$ cat src/design/abpc_pkg.sv
`default_nettype none
package abpc_pkg;

    localparam int MODE_W = 3;
    localparam int DIST_W = 16;
    localparam int TEMP_W = 13;
    localparam int DUR_W = 16;
    localparam int TIME_W = 32;
    localparam int PHASE_W = 10;
    localparam int CFG_IDX_W = 2;
    localparam int CFG_DATA_W = 16;

    localparam logic [MODE_W-1:0] MODE_TICK = 3'd0;
    localparam logic [MODE_W-1:0] MODE_SENSOR = 3'd1;
    localparam logic [MODE_W-1:0] MODE_MANUAL = 3'd2;
    localparam logic [MODE_W-1:0] MODE_LATCH = 3'd3;
    localparam logic [MODE_W-1:0] MODE_SILENCE = 3'd4;

    localparam logic [CFG_IDX_W-1:0] REG_ENABLE = 2'd0;
    localparam logic [CFG_IDX_W-1:0] REG_PROX_LIMIT = 2'd1;
    localparam logic [CFG_IDX_W-1:0] REG_TEMP_LIMIT = 2'd2;

    localparam logic [DIST_W-1:0] PROX_LIMIT_RESET = 16'd500;
    localparam logic signed [TEMP_W-1:0] TEMP_LIMIT_RESET = 13'sd520;

    localparam logic [PHASE_W-1:0] BEEP_ON_MS = 10'd100;
    localparam logic [PHASE_W-1:0] BEEP_SLOT_MS = 10'd200;
    localparam logic [PHASE_W-1:0] PATTERN_LAST = 10'd799;
    localparam logic [PHASE_W-1:0] PATTERN_MS = 10'd800;
    localparam logic [TIME_W-1:0] PROX_HOLD_MS = 32'd3000;
    localparam logic [TIME_W-1:0] TEMP_HOLD_MS = 32'd2000;

    typedef struct packed {
        logic [MODE_W-1:0] mode;
        logic motion;
        logic [DIST_W-1:0] distance;
        logic signed [TEMP_W-1:0] temperature;
        logic [DUR_W-1:0] duration;
        logic latch_on;
    } t_item;

    typedef struct packed {
        logic buzzer;
        logic status_led;
        logic security_active;
        logic manual_timed;
        logic manual_latched;
    } t_result;

    typedef struct packed {
        logic block_enabled;
        logic [DIST_W-1:0] proximity_limit;
        logic signed [TEMP_W-1:0] temp_limit;
    } t_cfg;

    // The pattern beeps during the first 100 ms of each of the first three 200 ms slots.
    function automatic logic beep_on(input logic [PHASE_W-1:0] phase);
        logic b0;
        logic b1;
        logic b2;
        b0 = phase < BEEP_ON_MS;
        b1 = (phase >= BEEP_SLOT_MS) && (phase < BEEP_SLOT_MS + BEEP_ON_MS);
        b2 = (phase >= 2 * BEEP_SLOT_MS) && (phase < 2 * BEEP_SLOT_MS + BEEP_ON_MS);
        return b0 || b1 || b2;
    endfunction

endpackage
`default_nettype wire

$ cat src/design/abpc_if.sv
`default_nettype none
interface abpc_in_if import abpc_pkg::*; ();
    logic valid;
    logic ready;
    logic [MODE_W-1:0] mode;
    logic motion;
    logic [DIST_W-1:0] distance;
    logic signed [TEMP_W-1:0] temperature;
    logic [DUR_W-1:0] duration;
    logic latch_on;

    modport source (output valid, mode, motion, distance, temperature, duration, latch_on,
                    input ready);
    modport sink (input valid, mode, motion, distance, temperature, duration, latch_on,
                  output ready);
endinterface

interface abpc_out_if;
    logic valid;
    logic ready;
    logic buzzer;
    logic status_led;
    logic security_active;
    logic manual_timed;
    logic manual_latched;

    modport source (output valid, buzzer, status_led, security_active, manual_timed,
                    manual_latched, input ready);
    modport sink (input valid, buzzer, status_led, security_active, manual_timed,
                  manual_latched, output ready);
endinterface

interface abpc_cfg_if import abpc_pkg::*; ();
    logic valid;
    logic ready;
    logic [CFG_IDX_W-1:0] index;
    logic [CFG_DATA_W-1:0] data;

    modport source (output valid, index, data, input ready);
    modport sink (input valid, index, data, output ready);
endinterface
`default_nettype wire

$ cat src/design/abpc_cfg_regs.sv
`default_nettype none
module abpc_cfg_regs import abpc_pkg::*; (
    input  wire logic i_clk,
    input  wire logic i_rst_n,
    abpc_cfg_if.sink  i_cfg,
    output t_cfg      o_cfg
);

    t_cfg r_cfg;
    t_cfg n_cfg;

    assign i_cfg.ready = 1'b1;
    assign o_cfg = r_cfg;

    always_comb begin
        n_cfg = r_cfg;
        if (i_cfg.valid) begin
            unique case (i_cfg.index)
                REG_ENABLE:     n_cfg.block_enabled = i_cfg.data[0];
                REG_PROX_LIMIT: n_cfg.proximity_limit = i_cfg.data[DIST_W-1:0];
                REG_TEMP_LIMIT: n_cfg.temp_limit = i_cfg.data[TEMP_W-1:0];
                default:        n_cfg = r_cfg;
            endcase
        end
    end

    always_ff @(posedge i_clk) begin
        if (!i_rst_n) begin
            r_cfg.block_enabled <= 1'b0;
            r_cfg.proximity_limit <= PROX_LIMIT_RESET;
            r_cfg.temp_limit <= TEMP_LIMIT_RESET;
        end else begin
            r_cfg <= n_cfg;
        end
    end

endmodule
`default_nettype wire

$ cat src/design/abpc_in_stage.sv
`default_nettype none
module abpc_in_stage import abpc_pkg::*; (
    input  wire logic i_clk,
    input  wire logic i_rst_n,
    abpc_in_if.sink   i_item,
    output logic      o_valid,
    input  wire logic i_ready,
    output t_item     o_item
);

    logic  r_valid;
    t_item r_item;
    logic  w_load;

    assign i_item.ready = !r_valid || i_ready;
    assign w_load = i_item.valid && i_item.ready;
    assign o_valid = r_valid;
    assign o_item = r_item;

    always_ff @(posedge i_clk) begin
        if (!i_rst_n) begin
            r_valid <= 1'b0;
        end else if (i_item.ready) begin
            r_valid <= i_item.valid;
        end
    end

    always_ff @(posedge i_clk) begin
        if (w_load) begin
            r_item.mode <= i_item.mode;
            r_item.motion <= i_item.motion;
            r_item.distance <= i_item.distance;
            r_item.temperature <= i_item.temperature;
            r_item.duration <= i_item.duration;
            r_item.latch_on <= i_item.latch_on;
        end
    end

endmodule
`default_nettype wire

$ cat src/design/abpc_core.sv
`default_nettype none
module abpc_core import abpc_pkg::*; (
    input  wire logic  i_clk,
    input  wire logic  i_rst_n,
    input  wire logic  i_valid,
    output logic       o_ready,
    input  wire t_item i_item,
    input  wire t_cfg  i_cfg,
    abpc_out_if.source o_result
);

    logic [TIME_W-1:0]  r_now, n_now;
    logic [TIME_W-1:0]  r_security_end, n_security_end;
    logic [TIME_W-1:0]  r_manual_end, n_manual_end;
    logic [TIME_W-1:0]  r_pattern_start, n_pattern_start;
    logic [PHASE_W-1:0] r_now_mod, n_now_mod;
    logic [PHASE_W-1:0] r_phase, n_phase;
    logic r_security, n_security;
    logic r_manual, n_manual;
    logic r_latched, n_latched;
    logic r_buzzer, n_buzzer;
    logic r_led, n_led;
    logic r_out_valid;

    logic [TIME_W-1:0] w_now_p1;
    logic w_fire;
    logic w_prox;
    logic w_hot;
    logic w_done;

    assign o_ready = !r_out_valid || o_result.ready;
    assign w_fire = i_valid && o_ready;
    assign w_now_p1 = r_now + 1'b1;
    assign w_prox = (i_item.distance != '0) && (i_item.distance < i_cfg.proximity_limit);
    assign w_hot = i_item.temperature > i_cfg.temp_limit;

    // The phase register always equals (now - pattern start) modulo 800, and the
    // now_mod register equals now modulo 800, both following 32-bit wraparound.
    always_comb begin
        n_now = r_now;
        n_security_end = r_security_end;
        n_manual_end = r_manual_end;
        n_pattern_start = r_pattern_start;
        n_now_mod = r_now_mod;
        n_phase = r_phase;
        n_security = r_security;
        n_manual = r_manual;
        n_latched = r_latched;
        n_buzzer = r_buzzer;
        n_led = r_led;
        w_done = 1'b0;
        unique case (i_item.mode)
            MODE_TICK: begin
                n_now = w_now_p1;
                if (r_now == '1 || r_now_mod == PATTERN_LAST) begin
                    n_now_mod = '0;
                end else begin
                    n_now_mod = r_now_mod + 1'b1;
                end
                if (w_now_p1 == r_pattern_start || r_phase == PATTERN_LAST) begin
                    n_phase = '0;
                end else begin
                    n_phase = r_phase + 1'b1;
                end
            end
            MODE_SENSOR: begin
                if (i_cfg.block_enabled) begin
                    if (r_manual && r_now >= r_manual_end) begin
                        n_manual = 1'b0;
                        if (!r_latched && !r_security) begin
                            n_buzzer = 1'b0;
                            n_led = 1'b0;
                            n_pattern_start = '0;
                            n_phase = r_now_mod;
                            w_done = 1'b1;
                        end
                    end
                    if (!w_done) begin
                        if (!n_manual && !r_latched) begin
                            if (i_item.motion && w_prox) begin
                                n_security = 1'b1;
                                n_security_end = r_now + PROX_HOLD_MS;
                                n_pattern_start = r_now;
                                n_phase = '0;
                            end else if (w_hot) begin
                                n_security = 1'b1;
                                n_security_end = r_now + TEMP_HOLD_MS;
                                n_pattern_start = r_now;
                                n_phase = '0;
                            end else if (r_security && r_now >= r_security_end) begin
                                n_security = 1'b0;
                            end
                        end
                        if (!n_manual && !r_latched && !n_security) begin
                            n_buzzer = 1'b0;
                            n_led = 1'b0;
                            n_pattern_start = '0;
                            n_phase = r_now_mod;
                        end else begin
                            n_buzzer = beep_on(n_phase);
                            n_led = 1'b1;
                        end
                    end
                end
            end
            MODE_MANUAL: begin
                if (i_cfg.block_enabled) begin
                    n_manual = 1'b1;
                    n_manual_end = r_now + {{(TIME_W-DUR_W){1'b0}}, i_item.duration};
                    n_pattern_start = r_now;
                    n_phase = '0;
                    n_led = 1'b1;
                end
            end
            MODE_LATCH: begin
                if (i_cfg.block_enabled) begin
                    if (i_item.latch_on) begin
                        if (!r_latched) begin
                            n_latched = 1'b1;
                            n_pattern_start = r_now;
                            n_phase = '0;
                        end
                        n_led = 1'b1;
                    end else if (r_latched) begin
                        n_latched = 1'b0;
                        n_security = 1'b0;
                        n_buzzer = 1'b0;
                        n_led = 1'b0;
                        n_pattern_start = '0;
                        n_phase = r_now_mod;
                    end else begin
                        n_security = 1'b0;
                        if (!r_manual) begin
                            n_buzzer = 1'b0;
                            n_led = 1'b0;
                            n_pattern_start = '0;
                            n_phase = r_now_mod;
                        end
                    end
                end
            end
            MODE_SILENCE: begin
                n_security = 1'b0;
                if (!r_latched && !r_manual) begin
                    n_buzzer = 1'b0;
                    n_led = 1'b0;
                    n_pattern_start = '0;
                    n_phase = r_now_mod;
                end
            end
            default: begin
                n_now = r_now;
            end
        endcase
    end

    always_ff @(posedge i_clk) begin
        if (!i_rst_n) begin
            r_now <= '0;
            r_security_end <= '0;
            r_manual_end <= '0;
            r_pattern_start <= '0;
            r_now_mod <= '0;
            r_phase <= '0;
            r_security <= 1'b0;
            r_manual <= 1'b0;
            r_latched <= 1'b0;
            r_buzzer <= 1'b0;
            r_led <= 1'b0;
        end else if (w_fire) begin
            r_now <= n_now;
            r_security_end <= n_security_end;
            r_manual_end <= n_manual_end;
            r_pattern_start <= n_pattern_start;
            r_now_mod <= n_now_mod;
            r_phase <= n_phase;
            r_security <= n_security;
            r_manual <= n_manual;
            r_latched <= n_latched;
            r_buzzer <= n_buzzer;
            r_led <= n_led;
        end
    end

    always_ff @(posedge i_clk) begin
        if (!i_rst_n) begin
            r_out_valid <= 1'b0;
        end else if (o_ready) begin
            r_out_valid <= i_valid;
        end
    end

    assign o_result.valid = r_out_valid;
    assign o_result.buzzer = r_buzzer;
    assign o_result.status_led = r_led;
    assign o_result.security_active = r_security;
    assign o_result.manual_timed = r_manual;
    assign o_result.manual_latched = r_latched;

    a_phase_range: assert property (@(posedge i_clk) disable iff (!i_rst_n)
        r_phase < PATTERN_MS)
        else $error("pattern phase out of range");

    a_now_mod_range: assert property (@(posedge i_clk) disable iff (!i_rst_n)
        r_now_mod < PATTERN_MS)
        else $error("millisecond residue out of range");

    a_buzzer_led: assert property (@(posedge i_clk) disable iff (!i_rst_n)
        r_buzzer |-> r_led)
        else $error("buzzer on with LED off");

    a_tick_advance: assert property (@(posedge i_clk) disable iff (!i_rst_n)
        (w_fire && i_item.mode == MODE_TICK) |=> (r_now == $past(r_now) + 1'b1))
        else $error("tick did not advance the clock");

endmodule
`default_nettype wire

$ cat src/design/alarm_beep_pattern_controller.sv
// An accepted input passes the input register, then the core's result register.
// Throughput: one item per cycle while o_result is ready; the whole state update
// for an item is combinational between the input register and the result register.
// Reset (synchronous, active low): all timers, flags and outputs clear to zero,
// the block is disabled, and the limits return to 500 (0.1 cm) and 520 (0.1 degC).
`default_nettype none
module alarm_beep_pattern_controller import abpc_pkg::*; (
    input  wire logic i_clk,
    input  wire logic i_rst_n,
    abpc_cfg_if.sink  i_cfg,
    abpc_in_if.sink   i_item,
    abpc_out_if.source o_result
);

    t_cfg  w_cfg;
    t_item w_item;
    logic  w_item_valid;
    logic  w_core_ready;

    abpc_cfg_regs u_cfg_regs (
        .i_clk   (i_clk),
        .i_rst_n (i_rst_n),
        .i_cfg   (i_cfg),
        .o_cfg   (w_cfg)
    );

    abpc_in_stage u_in_stage (
        .i_clk   (i_clk),
        .i_rst_n (i_rst_n),
        .i_item  (i_item),
        .o_valid (w_item_valid),
        .i_ready (w_core_ready),
        .o_item  (w_item)
    );

    abpc_core u_core (
        .i_clk    (i_clk),
        .i_rst_n  (i_rst_n),
        .i_valid  (w_item_valid),
        .o_ready  (w_core_ready),
        .i_item   (w_item),
        .i_cfg    (w_cfg),
        .o_result (o_result)
    );

endmodule
`default_nettype wire
$ cat src/flat_wrapper.sv
// flat-port wrapper written by rule: the top's interface ports become plain ports
module alarm_beep_pattern_controller_flat import abpc_pkg::*;
  (i_clk, i_rst_n, i_cfg_valid, i_cfg_index, i_cfg_data, i_cfg_ready, i_item_valid, i_item_mode, i_item_motion, i_item_distance, i_item_temperature, i_item_duration, i_item_latch_on, i_item_ready, o_result_valid, o_result_buzzer, o_result_status_led, o_result_security_active, o_result_manual_timed, o_result_manual_latched, o_result_ready);
  abpc_cfg_if i_cfg_i ();
  abpc_in_if i_item_i ();
  abpc_out_if o_result_i ();
  input  wire logic i_clk;
  input  wire logic i_rst_n;
  input wire logic [$bits(i_cfg_i.valid)-1:0] i_cfg_valid;
  input wire logic [$bits(i_cfg_i.index)-1:0] i_cfg_index;
  input wire logic [$bits(i_cfg_i.data)-1:0] i_cfg_data;
  output wire logic [$bits(i_cfg_i.ready)-1:0] i_cfg_ready;
  input wire logic [$bits(i_item_i.valid)-1:0] i_item_valid;
  input wire logic [$bits(i_item_i.mode)-1:0] i_item_mode;
  input wire logic [$bits(i_item_i.motion)-1:0] i_item_motion;
  input wire logic [$bits(i_item_i.distance)-1:0] i_item_distance;
  input wire logic [$bits(i_item_i.temperature)-1:0] i_item_temperature;
  input wire logic [$bits(i_item_i.duration)-1:0] i_item_duration;
  input wire logic [$bits(i_item_i.latch_on)-1:0] i_item_latch_on;
  output wire logic [$bits(i_item_i.ready)-1:0] i_item_ready;
  output wire logic [$bits(o_result_i.valid)-1:0] o_result_valid;
  output wire logic [$bits(o_result_i.buzzer)-1:0] o_result_buzzer;
  output wire logic [$bits(o_result_i.status_led)-1:0] o_result_status_led;
  output wire logic [$bits(o_result_i.security_active)-1:0] o_result_security_active;
  output wire logic [$bits(o_result_i.manual_timed)-1:0] o_result_manual_timed;
  output wire logic [$bits(o_result_i.manual_latched)-1:0] o_result_manual_latched;
  input wire logic [$bits(o_result_i.ready)-1:0] o_result_ready;
  assign i_cfg_i.valid = i_cfg_valid;
  assign i_cfg_i.index = i_cfg_index;
  assign i_cfg_i.data = i_cfg_data;
  assign i_cfg_ready = i_cfg_i.ready;
  assign i_item_i.valid = i_item_valid;
  assign i_item_i.mode = i_item_mode;
  assign i_item_i.motion = i_item_motion;
  assign i_item_i.distance = i_item_distance;
  assign i_item_i.temperature = i_item_temperature;
  assign i_item_i.duration = i_item_duration;
  assign i_item_i.latch_on = i_item_latch_on;
  assign i_item_ready = i_item_i.ready;
  assign o_result_valid = o_result_i.valid;
  assign o_result_buzzer = o_result_i.buzzer;
  assign o_result_status_led = o_result_i.status_led;
  assign o_result_security_active = o_result_i.security_active;
  assign o_result_manual_timed = o_result_i.manual_timed;
  assign o_result_manual_latched = o_result_i.manual_latched;
  assign o_result_i.ready = o_result_ready;
  alarm_beep_pattern_controller u_core (.i_clk(i_clk), .i_rst_n(i_rst_n), .i_cfg(i_cfg_i), .i_item(i_item_i), .o_result(o_result_i));
endmodule
$ cat config.mk
export PLATFORM = sky130hd
export DESIGN_NAME = alarm_beep_pattern_controller_flat
export DESIGN_NICKNAME = d
export VERILOG_FILES = /design/src/design/abpc_pkg.sv /design/src/design/abpc_if.sv /design/src/design/abpc_cfg_regs.sv /design/src/design/abpc_in_stage.sv /design/src/design/abpc_core.sv /design/src/design/alarm_beep_pattern_controller.sv /design/src/flat_wrapper.sv
export SDC_FILE = /design/constraint.sdc
export NUM_CORES = 1
export LEC_CHECK = 0
export BUFFER_PORTS_ARGS = -buffer_cell sky130_fd_sc_hd__buf_4
export CAP_MARGIN = 10
export CORE_MARGIN = 2
export CORE_UTILIZATION = 35
export DETAILED_ROUTE_END_ITERATION = 12
export PLACE_DENSITY_LB_ADDON = 0.05
export SYNTH_ARGS = -nofsm -noshare
export SYNTH_HDL_FRONTEND = slang
export SYNTH_HIERARCHICAL = 1
export SYNTH_SLANG_ARGS = --single-unit
export TNS_END_PERCENT = 5
$ cat constraint.sdc
create_clock -name i_clk -period 4.1 [get_ports i_clk]
set_input_delay 0.41 -clock i_clk [delete_from_list [all_inputs] [get_ports i_clk]]
set_output_delay 0.41 -clock i_clk [all_outputs]
set_load 0.02 [all_outputs]
==> metrics.txt <==
# TYPE chip_impl_metric gauge
chip_impl_metric{name="r2r_setup_slack",unit="ns"} 0.35
chip_impl_info{name="outcome",value="completed"} 1
chip_impl_metric{name="setup-tns-final",unit="ns"} 0
chip_impl_info{name="critPathCapture",value="u_core/u_core/r_pattern_start[7]"} 1
chip_impl_metric{name="hold_buffers",unit=""} 35
chip_impl_metric{name="final_min_period_over_clock_period",unit="%"} 91.43
chip_impl_info{name="cts_tree",value="yes"} 1
chip_impl_metric{name="initialDrtViolationCount",unit=""} 629
chip_impl_metric{name="finalClockSkew",unit="ns"} 0.009943
chip_impl_metric{name="ys_seq_area_share",unit="%"} 36.21
chip_impl_info{name="synth_common_cells",value="sky130_fd_sc_hd__dfxtp_1 (185), sky130_fd_sc_hd__nand2_1 (153), sky130_fd_sc_hd__inv_1 (118)"} 1
chip_impl_metric{name="synth_area",unit="sq um"} 14380
chip_impl_metric{name="cts_sinks",unit=""} 235
chip_impl_metric{name="tightest_slew",unit="ns"} 0.9072
chip_impl_metric{name="floorplan.die.height",unit="um"} 206.7
chip_impl_metric{name="inserted_clock_buffers",unit=""} 29
chip_impl_metric{name="port-buffer-count",unit=""} 79
chip_impl_metric{name="dieWidth",unit="um"} 206.7
chip_impl_metric{name="detail_route.wl_per_cell",unit="um"} 18.29
chip_impl_metric{name="fin_hold_ws",unit="ns"} 0.02699
chip_impl_metric{name="worst_ep_required_time",unit="ns"} 4.55
chip_impl_metric{name="routed_via_count",unit=""} 12213
chip_impl_metric{name="dieArea",unit="sq um"} 42710
chip_impl_metric{name="max_clock_freq",unit="MHz"} 266.8
chip_impl_info{name="worst_setup_path_end_kind",value="flip-flop"} 1
chip_impl_metric{name="area_growth",unit="%"} 17.17
chip_impl_metric{name="post_route_cell_area",unit="sq um"} 16840
chip_impl_metric{name="cts_post_setup_buffers_inserted",unit=""} 0
chip_impl_metric{name="cts_htree_levels",unit=""} 1
chip_impl_metric{name="crit_arrival",unit="ns"} 4.20
chip_impl_metric{name="gp_congestion",unit=""} 0.8312
chip_impl_info{name="critical_path.reg2reg.startpoint",value="u_core/u_core/r_now[31]"} 1
chip_impl_metric{name="ant_nets",unit=""} 0
chip_impl_metric{name="drive_gt1_share",unit="%"} 12.23
chip_impl_info{name="yosys.cell_count.top_type",value="sky130_fd_sc_hd__dfxtp_1"} 1
chip_impl_metric{name="post-synth-top-area-fraction",unit="%"} 25.76
chip_impl_metric{name="hold_path_depth",unit=""} 1
chip_impl_info{name="critical_path.reg2reg.endpoint",value="u_core/u_core/r_pattern_start[7]"} 1
chip_impl_info{name="synthTopCellsByArea",value="sky130_fd_sc_hd__dfxtp_1 (26%), sky130_fd_sc_hd__edfxtp_1 (10%), sky130_fd_sc_hd__ha_1 (10%), sky130_fd_sc_hd__nand2_1 (4.0%), sky130_fd_sc_hd__a21oi_1 (3.9%)"} 1
chip_impl_metric{name="placedInstanceArea",unit="sq um"} 15620
chip_impl_metric{name="drt-total-wl",unit="mm"} 42.35
chip_impl_metric{name="hpwlAfterDp",unit="mm"} 30.62
chip_impl_metric{name="cell_variety_after_synth",unit=""} 82
chip_impl_metric{name="floorplan.core_area",unit="sq um"} 40650
chip_impl_info{name="cp-startpoint",value="u_core/u_core/r_now[31]"} 1
chip_impl_metric{name="via_per_inst",unit=""} 5.276
chip_impl_metric{name="timing.reg2reg.worst_path_depth",unit=""} 10
chip_impl_metric{name="io-pin-count",unit=""} 81
chip_impl_metric{name="synthArstFlopShare",unit="%"} 0
chip_impl_metric{name="antenna_cells",unit=""} 0
chip_impl_metric{name="largest_driver_fanout_on_the_critical_path",unit=""} 32
chip_impl_metric{name="worst_setup_hold_path_clk_slew",unit="ns"} 0.06
chip_impl_metric{name="vias_in_the_first_global_route",unit=""} 11777
chip_impl_metric{name="worst_ir_drop_vdd",unit="mV"} 0.2826
chip_impl_metric{name="yosys_warnings",unit=""} 6
chip_impl_metric{name="synth-edff-count",unit=""} 50
chip_impl_metric{name="drv.max_cap_violation_count",unit=""} 0
chip_impl_info{name="synth-main-ff-cell",value="sky130_fd_sc_hd__dfxtp_1"} 1
chip_impl_metric{name="timing.final.hold_violations",unit=""} 0
chip_impl_metric{name="fin_crit",unit="ns"} 3.748
chip_impl_metric{name="setup_violations",unit=""} 0
chip_impl_info{name="critPathKind",value="reg2reg"} 1
chip_impl_info{name="timing.critical_path.from_type",value="flip-flop"} 1
chip_impl_metric{name="clock_path_buffers",unit=""} 3
chip_impl_metric{name="fillers",unit=""} 4047
chip_impl_metric{name="synth.ff_latch_count",unit=""} 235
chip_impl_metric{name="finish.net_count",unit=""} 1951
chip_impl_metric{name="p_leak",unit="nW"} 6.579
chip_impl_metric{name="num_rows",unit=""} 74
chip_impl_metric{name="timing.final.max_slew_violations",unit=""} 0
chip_impl_info{name="cts-root-buf",value="sky130_fd_sc_hd__clkbuf_16"} 1
chip_impl_info{name="worstHoldPathType",value="in2reg"} 1
chip_impl_metric{name="grt_util_all_layers",unit="%"} 20.11
chip_impl_metric{name="grt_start_max_net_pins",unit=""} 59
chip_impl_metric{name="syn-num-nets",unit=""} 1852
chip_impl_metric{name="grt_pass1_wl",unit="mm"} 67.34
chip_impl_metric{name="cellPowerDensity",unit="nW/um^2"} 310.2
chip_impl_metric{name="post_synth_inst_count",unit=""} 1662
chip_impl_metric{name="initial_utilization",unit="%"} 35.37
chip_impl_metric{name="dr.pass1.iters",unit=""} 7
chip_impl_metric{name="max-slew-margin-rel",unit="%"} 38.97
chip_impl_metric{name="global_route.overflow_total",unit=""} 0
chip_impl_metric{name="grt_antenna_before_repair",unit=""} 2
chip_impl_metric{name="detail_route.drc_violations",unit=""} 0
chip_impl_metric{name="syn_avg_cell_area",unit="sq um"} 8.649
chip_impl_metric{name="clk-insertion-delay-late",unit="ns"} 0.56
chip_impl_metric{name="post_cts_resized",unit=""} 0
chip_impl_info{name="rsz_0062_raised_after_global_routing",value="no"} 1
chip_impl_info{name="post-synth-top-area-cell",value="sky130_fd_sc_hd__dfxtp_1"} 1
## critical path, cell delays in order, from the launching register on
cell                       delay [ns]
sky130_fd_sc_hd__dfxtp_1         0.42
sky130_fd_sc_hd__ha_1            0.39
sky130_fd_sc_hd__nand4_1         0.15
sky130_fd_sc_hd__nor4_1          0.55
sky130_fd_sc_hd__nand2_1         0.24
sky130_fd_sc_hd__a31oi_1         0.47
sky130_fd_sc_hd__o21bai_1        0.24
sky130_fd_sc_hd__a21oi_1         0.23
sky130_fd_sc_hd__nor2_1          0.09
sky130_fd_sc_hd__a31o_2          0.49
sky130_fd_sc_hd__a22o_1          0.34
## layer usage
metal  part of all wire [%]  track usage [%]
met1                     49            28.25
met3                    3.6            2.653
met2                     45            32.74
met4                    2.3            4.668
met5                  0.031                0
## report_power, final
| part | total, W | internal [W] | switching (W) |
|---|---|---|---|
| combinational | 0.000382 | 0.000168 | 0.000214 |
| sequential | 0.00245 | 0.00241 | 0.0000355 |
| clock | 0.00239 | 0.00135 | 0.00104 |
## kinds of logic (layout without fill, tap and decap cells)
logic type / count (synthesis) / after routing / synth area share, %
and+or+nand+nor: 536 / 536 / 19.33
muxes: 35 / 35 / 2.455
adders and majority gates: 117 / 117 / 10.24
DFF: 235 / 235 / 36.21
xor gates and xnor gates: 116 / 116 / 7.068
AOI/OAI and AO/OA: 398 / 398 / 18.08
buffers and inverters: 224 / 345 / 6.598
other: 1 / 1 / 0.02609
## how the worst min path moves through the flow
stage,from,to,slack [ns]
floorplan,u_core/u_core/r_manual_end[12],u_core/u_core/r_manual_end[12],0.43
global placement,u_core/u_core/r_manual_end[3],u_core/u_core/r_manual_end[3],0.44
detailed placement,u_core/u_core/r_manual_end[2],u_core/u_core/r_manual_end[2],0.45
CTS,i_item_duration[4],u_core/u_in_stage/o_item[5],0.0001
global route,i_item_duration[4],u_core/u_in_stage/o_item[5],0.006
finish,i_item_duration[4],u_core/u_in_stage/o_item[5],0.03
## through the flow
stage / util, % / setup slack, ns / instances / power [W]
6_report: 41.44 / 0.3515 / 2315 / 0.005224
5_1_grt: 41.44 / 0.09320 / 2315 / 0.005433
4_1_cts: 41.44 / 0.3946 / 2315 / 0.005314
3_5_place_dp: 38.44 / 0.4011 / 2227 / 0.002856
3_3_place_gp: 38.44 / 0.4133 / 2227 / 0.002853
2_1_floorplan: - / 0.9655 / 1662 / 0.002705
## area by class of cell
class | instances | area (sq um) | share of cell area, %
sequential | 235 | 5205 | 30.90
timing repair buffer | 173 | 1411 | 8.379
clock buffer | 39 | 793.3 | 4.710
tap | 532 | 665.6 | 3.952
multi-input combinational | 1203 | 8244 | 48.95
clock inverter | 14 | 77.57 | 0.4606
inverter | 119 | 446.7 | 2.652
## placed cells by master, fill, tap and decap left out, types with 53 or more instances in the layout
cell,n
sky130_fd_sc_hd__nand2_1,153
sky130_fd_sc_hd__nand3_1,53
sky130_fd_sc_hd__nor2_1,117
sky130_fd_sc_hd__ha_1,116
sky130_fd_sc_hd__xor2_1,60
sky130_fd_sc_hd__buf_4,136
sky130_fd_sc_hd__inv_1,118
sky130_fd_sc_hd__xnor2_1,56
sky130_fd_sc_hd__o21ai_0,84
sky130_fd_sc_hd__dfxtp_1,185
sky130_fd_sc_hd__a21oi_1,111
## sequential cells by signal, indices dropped and copies added, names as in the netlist
signal,cells
u_core/u_core/o_result.manual_timed,1
u_core/u_cfg_regs/o_cfg,30
u_core/u_core/r_manual_end,32
u_core/u_core/r_security_end,32
u_core/u_core/o_result.status_led,1
u_core/u_core/o_result.buzzer,1
u_core/u_core/o_result.manual_latched,1
u_core/u_in_stage/o_item,50
u_core/u_core/o_result.valid,1
u_core/u_core/r_now,32
u_core/u_in_stage/o_valid,1
u_core/u_core/r_pattern_start,32
u_core/u_core/r_now_mod,10
u_core/u_core/o_result.security_active,1
u_core/u_core/r_phase,10
Power figures use the tool's default switching activity.
